File: src/rtl/lcs_pkg.sv
// Shared types and constants for the LED cube BCM layer scanner.
package lcs_pkg;

  localparam logic OP_WRITE = 1'b0;
  localparam logic OP_TICK  = 1'b1;

  localparam int CMD_DEPTH = 2;

  typedef struct packed {
    logic       opcode;
    logic [2:0] col;
    logic [2:0] row;
    logic [2:0] plane;
    logic [7:0] red_level;
    logic [7:0] green_level;
    logic [7:0] blue_level;
  } in_t;

  typedef struct packed {
    logic       red_serial;
    logic       green_serial;
    logic       blue_serial;
    logic [2:0] lit_layer;
    logic [2:0] weight_bit;
    logic       latch_last;
  } out_t;

  // Classified command passed from the front end to the scan engine.
  typedef struct packed {
    logic       is_tick;
    logic [2:0] col;
    logic [2:0] row;
    logic [2:0] plane;
    logic [7:0] red;
    logic [7:0] green;
    logic [7:0] blue;
  } cmd_t;

  typedef struct packed {
    logic clearing;
    logic scanning;
  } eng_status_t;

endpackage

File: src/rtl/lcs_cmd_fifo.sv
// Short command queue between the front end and the scan engine.
module lcs_cmd_fifo (
  input  logic          clk,
  input  logic          rst_n,
  input  logic          push,
  input  lcs_pkg::cmd_t push_cmd,
  output logic          full,
  input  logic          pop,
  output logic          valid,
  output lcs_pkg::cmd_t head
);

  localparam int DEPTH = lcs_pkg::CMD_DEPTH;
  localparam int PW    = (DEPTH > 1) ? $clog2(DEPTH) : 1;
  localparam int NW    = $clog2(DEPTH + 1);

  lcs_pkg::cmd_t q_r [DEPTH];
  logic [PW-1:0] wp_r, wp_nxt;
  logic [PW-1:0] rp_r, rp_nxt;
  logic [NW-1:0] cnt_r, cnt_nxt;

  assign full  = (cnt_r == NW'(DEPTH));
  assign valid = (cnt_r != '0);
  assign head  = q_r[rp_r];

  always_comb begin
    wp_nxt  = wp_r;
    rp_nxt  = rp_r;
    cnt_nxt = cnt_r;
    if (push) begin
      wp_nxt = (wp_r == PW'(DEPTH - 1)) ? '0 : wp_r + 1'b1;
    end
    if (pop) begin
      rp_nxt = (rp_r == PW'(DEPTH - 1)) ? '0 : rp_r + 1'b1;
    end
    if (push && !pop) begin
      cnt_nxt = cnt_r + 1'b1;
    end else if (pop && !push) begin
      cnt_nxt = cnt_r - 1'b1;
    end
  end

  always_ff @(posedge clk) begin
    if (!rst_n) begin
      wp_r  <= '0;
      rp_r  <= '0;
      cnt_r <= '0;
    end else begin
      wp_r  <= wp_nxt;
      rp_r  <= rp_nxt;
      cnt_r <= cnt_nxt;
    end
  end

  always_ff @(posedge clk) begin
    if (push) begin
      q_r[wp_r] <= push_cmd;
    end
  end

endmodule

File: config.mk
export PLATFORM = sky130hd
export DESIGN_NAME = lcs_cmd_fifo
export DESIGN_NICKNAME = d
export VERILOG_FILES = /design/src/rtl/lcs_pkg.sv /design/src/rtl/lcs_cmd_fifo.sv
export SDC_FILE = /design/constraint.sdc
export NUM_CORES = 1
export LEC_CHECK = 0
export BUFFER_PORTS_ARGS = -buffer_cell sky130_fd_sc_hd__buf_2
export CAP_MARGIN = 20
export CORE_MARGIN = 1
export CORE_UTILIZATION = 46
export CTS_CLUSTER_DIAMETER = 200
export CTS_CLUSTER_SIZE = 14
export DETAILED_ROUTE_END_ITERATION = 6
export HOLD_SLACK_MARGIN = 0.06
export PLACE_DENSITY = 0.74
export SLEW_MARGIN = 10
export SYNTH_ARGS = -nofsm -noshare
export SYNTH_HDL_FRONTEND = slang
export SYNTH_SLANG_ARGS = --single-unit
export TNS_END_PERCENT = 1
File: constraint.sdc
create_clock -name clk -period 2.6 [get_ports clk]
set_clock_uncertainty 0.2 [all_clocks]
set_input_delay 0.13 -clock clk [delete_from_list [all_inputs] [get_ports clk]]
set_output_delay 0.13 -clock clk [all_outputs]
set_load 0.005 [all_outputs]
Yosys cells after proc, flatten, opt, wreduce, memory -nomap -nowiden
Memory sizes are Yosys's and may differ from the RTL's. A register that Yosys moved wholly into a read port is not among the register bits.
Cells that the tools add are included.
Operators by class
  muxes and demuxes: 8
  reduce and logical (&&, ||, !) cells: 6
  $add $sub $neg: 4
  equality and inequality tests: 1
Operators by type and width (number)
  2-to-1 mux 1 bit: 6
  2-to-1 mux 2 bit: 2
  nonzero test 2 bit: 2
  adder 1 bit, second input constant: 2
  adder 2 x 1 -> 2 bit, second input constant: 1
  equality test 2 bit, second input constant: 1
  logical AND 1 bit: 2
  logical NOT 1 bit: 2
  subtractor 2 x 1 -> 2 bit, second input constant: 1
Storage, ports and cells
  RAM bits: 68
  memories: 1
  flip-flop bits (word level): 4
  input port bits: 38
  output and inout bits: 36
Memories
  q_r: words 2, bits a word 34, read ports 1, clocked after Yosys merged registers in 1, wr ports 1, line lcs_cmd_fifo.sv:17  | lcs_pkg::cmd_t q_r [DEPTH];

Depth between registers and ports, before layout
Gate-level depths: netlist (run 1).
  depth after elaboration: 4
  depth in mapped cells: 5
  gate-level depth less buffers: 5

Worst setup path after synthesis (run 1)
No wires, ideal clock.
  path type: reg-to-reg
  from: register wp_r
  to: memory q_r[0][0] (netlist bit), enable pin
  cell stages (with the launch flop): 2
  library setup time: 0.430 ns
  slack: 0.106 ns
  period minus slack after synthesis: 2.494 ns
  arrival time: 1.864 ns
  required time: 1.970 ns
  buffers on the path: 0
  cell sequence: dfxtp_1 > nor2b_1
RTL lines
  start, declared: line lcs_cmd_fifo.sv:18  | logic [PW-1:0] wp_r, wp_nxt;
  start signal, assigned: line lcs_cmd_fifo.sv:49  | wp_r <= wp_nxt;
  end, declared: line lcs_cmd_fifo.sv:17
No word-level cell before the write port.

==> out/qor.yml, run 1 <==
grt_pass1_wl_um: 7400
rsz0062_at_grt: "no"
grt_remaining_overflow: 0
clock_latency_ns: 0.32
critPathMaxFanout: 18
power_leakage_nw: 1.42
synth_compound_area_share_pct: 0.749
synth_enable_flop_cells: 68
maxCapViolations: 0
grt.met3_usage_pct: 3.95
tns_ns: 0
max_clock_freq_mhz: 558
tritoncts: "done"
drt_iter0_drc: 108
io_pins: 74
yosysWarnings: 0
die_height_um: 78.2
drtAntennaViolNets: 0
worst_pin_slew_ns: 0.457
yosysMostFrequentCell: "edfxtp_1"
use_met1_pct: 18.3
finalSetupViolCount: 0
drive_above_1_share_pct: 49.6
crit_arrival_ns: 1.46
syn_area_per_cell_um2: 20.9
critPathTopFamily: "buffers and inverters"
rows: 27
portBuffers: 73
antennaDiodeCount: 0
initial_utilization_pct: 48.3
die_area_um2: 6120
synth_mux_area_share_pct: 14.3
cts-root-buf: "clkbuf_8"
core_area_um2: 5540
syn_nets: 167
die_x_um: 78.2
critPathMaxStageDelay_ns: 0.38
crit_slowest_cell: "mux2_2"
p_per_area_nw_per_um2: 647
path_clk_slew_ns: 0.07
dp.cells: 273
post_drt_wl_per_cell_um: 14.2
grtUsageTotal_pct: 16.4
drt-pass1-iter-count: 4
hold_viol: 0
crit_type: "reg -> out"
cts_buffers: 9
syn_to_final_growth_pct: 37.0
ctsHtreeMaxLevel: 3
gr-usage-met2_pct: 29.6
synth.distinct_cells: 17
wirelength_um: 4610
crit_required_ns: 2.27
cp-start-kind: "flip-flop"
netlist_top_cells_count: "edfxtp_1 (68), mux2_2 (34), dfxtp_1 (5), and2_1 (4), buf_4 (3)"
synthCells: 128
grt-busiest-layer: "met2"
synth_simple_gate_area_share_pct: 2.20
yosys-top-cells-area: "edfxtp_1 (76%), mux2_2 (14%), dfxtp_1 (3.7%)"
slew_viol_final: 0
drc: 0
synth_area_um2: 2670
ys_ff_latch: 73
vias_per_cell: 4.74
hp-class: "in -> reg"
end_kind: "output pin"
cp_num_buf_inv: 2
cts_sinks: 73
fin_crit_ns: 1.79
finalNonFillerCells: 326
peakVddDrop_v: 0.000462
grt_start_max_net_pins: 35
yosysSeqAreaShare_pct: 80.1
cts_buffer_depth: 2
ys_dominant_reg_cell: "edfxtp_1"
final_nets: 288
crit_chain: "buf_4 > mux2_2 > buf_2"
synth_area_leader_cell: "edfxtp_1"
place_congestion: 0.657
vias: 1546
synthArstFlopShare_pct: 0
status: "finished, final reports clean"
synthAdderAreaFrac_pct: 0.468
synth_top_family_by_area: "multiplexers"
finalCritPeriodShare_pct: 68.9
post_cts_buffers: 0
maxSlewHeadroom_pct: 69.6
synthXorXnorAreaFrac_pct: 0.983
antenna_found_initial: 0
yosysTopAreaCellShare_pct: 76.4
grt_pass1_vias: 1615
[placed cells by master, fill, tap and decap left out, drive strengths merged]
| cell type | instances |
|---|---|
| clkbuf | 11 |
| o21ai | 1 |
| xnor2 | 1 |
| or2 | 1 |
| clkinv | 5 |
| dlygate4sd3 | 37 |
| or3 | 1 |
| inv | 1 |
| and2 | 4 |
| a21boi | 1 |
| ha | 1 |
| o21a | 1 |
| edfxtp | 68 |
| and2b | 1 |
| nor2b | 2 |
| mux2 | 34 |
| buf | 77 |
| dfxtp | 5 |
| xor2 | 2 |
[layer usage]
metal,wire [um],part of all wire [%],up-vias
met3,239,5.2,10
met2,2440,53,52
li1,-,-,733
met5,0,0,-
met1,1870,41,751
met4,61,1.3,0
[report_power, final]
part           total (mW)  leakage, nW  internal [mW]  switching [mW]
Sequential           1.37        0.680           1.35          0.0185
Combinational       0.294        0.658          0.172           0.122
Clock               0.705       0.0819          0.336           0.369
[state kept, by name, indices dropped and copies added (netlist names), named ones only]
signal  count
q_r        68
rp_r        1
wp_r        1
cnt_r       2
[stage by stage]
| stage | hold WS [ns] | total power [mW] | setup WS, ns | cell area, um2 | util, % |
|---|---|---|---|---|---|
| CTS | 0.112 | 2.39 | 0.807 | 3660 | 66.1 |
| detailed placement | 0.121 | 1.65 | 1.11 | 3140 | 56.7 |
| floorplan | 0.0289 | 1.53 | 0.106 | 2670 | - |
| finish | 0.117 | 2.37 | 0.808 | 3660 | 66.1 |
| global placement | 0.118 | 1.64 | 1.12 | 3140 | 56.7 |
| global route | 0.151 | 2.46 | 0.754 | 3660 | 66.1 |
[final cells by class]
cell class                 count  area [um2]
clock buffer                  11         131
clock inverter                 5        22.5
fill                         410        1880
inverter                       1        3.75
multi-input combinational     50         508
sequential                    73        2140
tap                           72        90.1
timing repair buffer         114         766
[kinds of logic (layout without fill, tap and decap cells)]
family          count (synthesis)  after routing
flops                          73             73
mux                            34             34
simple gates                    9              9
buf+inv                         5            131
compound gates                  3              3
xor+xnor                        3              3
fa+ha+maj                       1              1
[worst paths after layout]
kind	cells past startpoint	from	slack [ns]	end
setup reg to reg	3	wp_r	1.09	wp_r
hold / removal	4	push	0.12	cnt_r[1]
hold reg to reg	2	cnt_r[1]	0.31	cnt_r[1]
setup / recovery	3	flip-flop	0.81	head[23]
[tightest hold or removal path, cell delays in order]
cell	delay (ns)
buf_2	0.11
ha_1	0.18
or3_1	0.12
a21boi_1	0.05
[repair_timing]
item	in CTS	in global routing
hold endpoints to repair	73	0
resized for setup	0	0
hold buffers	37	0
endpoints found under the setup margin	0	0
No activity file was read; power rests on OpenSTA's default activity.
==> run 2: changes to the inputs <==
Settings changed: CORE_UTILIZATION 46 to 50, PLACE_DENSITY 0.74 to 0.77.
Clock period 2.6 ns to 1.75 ns, I/O delays scaled along.
==> run 2 against run 1 <==
Global-route usage rose by 1.9 points. Highest routed layer unchanged. Hold slack improved by 0.15 ns. Combinational power is 60% higher. Critical path depth is the same. Largest cell class unchanged.
==> out/qor.yml, run 2 (synthesis results as in run 1) <==
portBuffers: 73
vias: 1551
crit_type: "reg -> out"
maxCapViolations: 0
finalCritPeriodShare_pct: 94.9
post_drt_wl_per_cell_um: 15.4
clock_latency_ns: 0.33
syn_to_final_growth_pct: 41.8
grtUsageTotal_pct: 18.4
die_area_um2: 5640
cts-root-buf: "clkbuf_8"
grt-busiest-layer: "met2"
rows: 26
grt_start_max_net_pins: 35
die_height_um: 75.1
cts_buffer_depth: 2
grt_pass1_vias: 1546
grt.met3_usage_pct: 5.09
use_met1_pct: 20.1
fin_crit_ns: 1.66
drc: 0
multi_input_area_um2: 508
seqCellArea_um2: 2150
ctsHtreeMaxLevel: 3
antennaDiodeCount: 0
cts_buffers: 9
status: "finished, final reports clean"
grt_remaining_overflow: 0
finalSetupViolCount: 0
peakVddDrop_v: 0.000713
place_congestion: 0.727
core_area_um2: 5140
rsz0062_at_grt: "no"
path_clk_slew_ns: 0.07
end_kind: "output pin"
initial_utilization_pct: 52.0
fillers: 359
power.total_mw: 3.87
max_clock_freq_mhz: 602
largest-register: "q_r"
drt-pass1-iter-count: 4
antenna_found_initial: 0
dp_hpwl_um: 2690
power_leakage_nw: 1.47
drive_above_1_share_pct: 50.0
crit_required_ns: 1.46
largest_reg_flops: 68
hold_viol: 0
post_cts_buffers: 0
maxSlewHeadroom_pct: 86.9
crit_arrival_ns: 1.37
cp-start-kind: "flip-flop"
hp-class: "in -> reg"
top_regs: "q_r (68), cnt_r (2)"
tns_ns: 0
vias_per_cell: 4.76
drt_iter0_drc: 47
critPathMaxFanout: 12
wirelength_um: 5010
slew_viol_final: 0
p_per_area_nw_per_um2: 1020
grt_pass1_wl_um: 7060
worst_pin_slew_ns: 0.196
die_x_um: 75.1
tritoncts: "done"
layout_common_cells: "buf_2 (73), edfxtp_1 (68), dlygate4sd3_1 (38)"
cts_sinks: 73
layout_commonest_cell: "buf_2"
drtAntennaViolNets: 0
io_pins: 74
final_nets: 290
gr-usage-met2_pct: 32.4
[run 2: layout make-up]
cell class	count	share of cell area, %
clock buffer	13	3.66
clock inverter	3	1.72
inverter	1	0.0990
multi-input combinational	50	13.4
sequential	73	56.6
tap	70	2.31
timing repair buffer	116	22.2
[run 2: metrics by stage]
stage          worst slack (ns)  hold WS, ns  util [%]  std cells  cell area, um2
2_1_floorplan           -0.0711      -0.0136         -        128            2680
6_report                 0.0887        0.269      73.8        326            3790
5_1_grt                  0.0317        0.268      73.8        326            3790
3_5_place_dp              0.333       0.0791      61.5        271            3160
4_1_cts                  0.0268        0.256      73.0        325            3750
3_3_place_gp              0.345       0.0751      61.5        271            3160
[run 2: path summary, 6_finish.rpt]
check,to,slack [ns],startpoint,depth (start not counted)
setup reg to reg,wp_r,0.25,wp_r,3
setup / recovery,head[20],0.09,flip-flop,3
hold / removal,q_r[0][29],0.27,push_cmd[29],2
hold reg to reg,cnt_r[1],0.34,cnt_r[1],2
[run 2: what timing repair did]
| item | 4_1_cts | 5_1_grt |
|---|---|---|
| setup endpoints to repair | 22 | 24 |
| gates cloned | 0 | 1 |
| hold buffers | 38 | 0 |
| resized for setup | 1 | 5 |
| hold endpoints to repair | 73 | 0 |
[run 2: critical path: stages, from the launching register on]
cell,delay (ns)
dfxtp_4,0.38
buf_6,0.17
mux2_2,0.36
buf_2,0.13
[run 2: power breakdown]
| group | total, mW | internal [mW] | switching [mW] |
|---|---|---|---|
| clock | 1.35 | 0.803 | 0.549 |
| combinational | 0.471 | 0.282 | 0.189 |
| sequential | 2.04 | 2.01 | 0.0325 |
| total | 3.87 | 3.10 | 0.771 |
[run 2: layer usage]
| layer | up-vias | wire length (um) | share of wire, % |
|---|---|---|---|
| met1 | 758 | 2050 | 41 |
| met4 | 0 | 72 | 1.4 |
| li1 | 742 | - | - |
| met5 | - | 0 | 0 |
| met3 | 6 | 205 | 4.1 |
| met2 | 45 | 2690 | 54 |
==> run 3: changes to the inputs <==
Settings changed: CTS_BUF_LIST set to sky130_fd_sc_hd__clkbuf_8.
==> run 3 against run 2 <==
Worst setup slack improved by 0.00086 ns. Via count about the same. Final cell count unchanged. Sequential share of layout area unchanged. Largest power group unchanged.
==> out/qor.yml, run 3 (synthesis results as in run 1) <==
status: "finished, final reports clean"
crit_chain: "buf_6 > mux2_2 > buf_2"
rows: 26
end_kind: "output pin"
grt_remaining_overflow: 0
fin_crit_ns: 1.66
hold_viol: 0
peakVddDrop_v: 0.000722
finalCritPeriodShare_pct: 94.9
drt-pass1-iter-count: 4
cts_buffer_depth: 2
wirelength_um: 5010
drt_iter0_drc: 49
combPwrFrac_pct: 12.2
cp_num_buf_inv: 2
clock_latency_ns: 0.33
reg2reg_slack_ns: 0.25
maxSlewHeadroom_pct: 86.8
crit_required_ns: 1.46
vias: 1552
dp_hpwl_um: 2690
cp-start-kind: "flip-flop"
crit_slowest_cell: "dfxtp_4"
switchingPower_uw: 775
crit_type: "reg -> out"
core_area_um2: 5140
power_leakage_nw: 1.48
portBuffers: 73
fin_ws_ns: 0.0896
p_sw_share_pct: 20.1
antenna_found_initial: 0
cts_buffers: 9
grtUsageTotal_pct: 18.4
preCtsSetupSlack_ns: 0.333
max_clock_freq_mhz: 602
io_pins: 74
grt_pass1_vias: 1546
place_congestion: 0.727
worst_pin_slew_ns: 0.197
initial_utilization_pct: 52.0
post_cts_buffers: 0
maxCapViolations: 0
drive_above_1_share_pct: 50.0
crit_arrival_ns: 1.37
die_area_um2: 5640
grt_pass1_wl_um: 7060
largest_reg_flops: 68
grt_start_max_net_pins: 35
sequentialPowerShare_pct: 53.1
die_x_um: 75.1
syn_to_final_growth_pct: 41.8
cts_sinks: 73
clock_power_share_pct: 34.7
ctsHtreeMaxLevel: 3
internal-power_mw: 3.07
largest-register: "q_r"
cts-root-buf: "clkbuf_8"
final_nets: 290
top_regs: "q_r (68), cnt_r (2)"
dp.cells: 271
path_clk_slew_ns: 0.07
vias_per_cell: 4.76
finalSetupViolCount: 0
postLayoutCoreUtil_pct: 73.8
drtAntennaViolNets: 0
critPathMaxStageDelay_ns: 0.38
critPathTopFamily: "flip-flops"
tritoncts: "done"
die_height_um: 75.1
critPathMaxFanout: 12
slew_viol_final: 0
drc: 0
layout_commonest_cell: "buf_2"
rsz0062_at_grt: "no"
finalNonFillerCells: 326
post_drt_wl_per_cell_um: 15.4
hp-class: "in -> reg"
holdWs_ns: 0.269
p_per_area_nw_per_um2: 1020
antennaDiodeCount: 0
layout_common_cells: "buf_2 (73), edfxtp_1 (68), dlygate4sd3_1 (38)"
==> run 3: worst register-to-register path, cell delays in order, from the launching register on <==
cell	delay, ns
dfxtp_1	0.34
nor2b_1	0.14
o21a_1	0.16
dlygate4sd3_1	0.55
==> run 3: worst paths after layout <==
path	startpoint	endpoint	cells past startpoint
max	flip-flop	head[20]	3
min	push_cmd[29]	q_r[0][29]	2
max reg2reg	wp_r	wp_r	3
min reg2reg	cnt_r[1]	cnt_r[1]	2
==> run 3: layout make-up <==
cell class	instances	area, um2
clock buffer	9	124
clock inverter	7	80.1
fill	359	1350
inverter	1	3.75
multi-input combinational	50	508
sequential	73	2150
tap	70	87.6
timing repair buffer	116	842
==> run 3: what timing repair did <==
| item | in CTS | in global routing |
|---|---|---|
| endpoints found under the hold margin | 73 | 0 |
| pin swaps | 0 | 0 |
| gates cloned | 0 | 1 |
| gates resized for setup | 1 | 5 |
| hold buffers | 38 | 0 |
| endpoints found under the setup margin | 22 | 24 |
==> run 3: metal layers <==
metal  routed length [um]  vias up  track usage [%]
li1                     -      743                -
met1                 2050      761             20.1
met2                 2680       41             32.4
met3                  201        7             5.09
met4                   79        0             10.1
met5                    0        -                0
==> run 3: power by group through the flow <==
stage                     combinational [mW]  clock [mW]  sequential [mW]
after global routing                   0.515        1.42             2.05
after floorplan                        0.208           0             2.07
final                                  0.471        1.33             2.04
after global placement                 0.375           0             2.07
after detailed placement               0.382           0             2.08
after CTS                              0.452        1.36             2.04
==> run 3: metrics by stage <==
| step | cell area [um2] | power (mW) | TNS [ns] |
|---|---|---|---|
| floorplan | 2680 | 2.28 | -2.42 |
| global placement | 3160 | 2.45 | 0 |
| detailed placement | 3160 | 2.46 | 0 |
| CTS | 3750 | 3.85 | 0 |
| global route | 3790 | 3.99 | 0 |
| finish | 3790 | 3.85 | 0 |
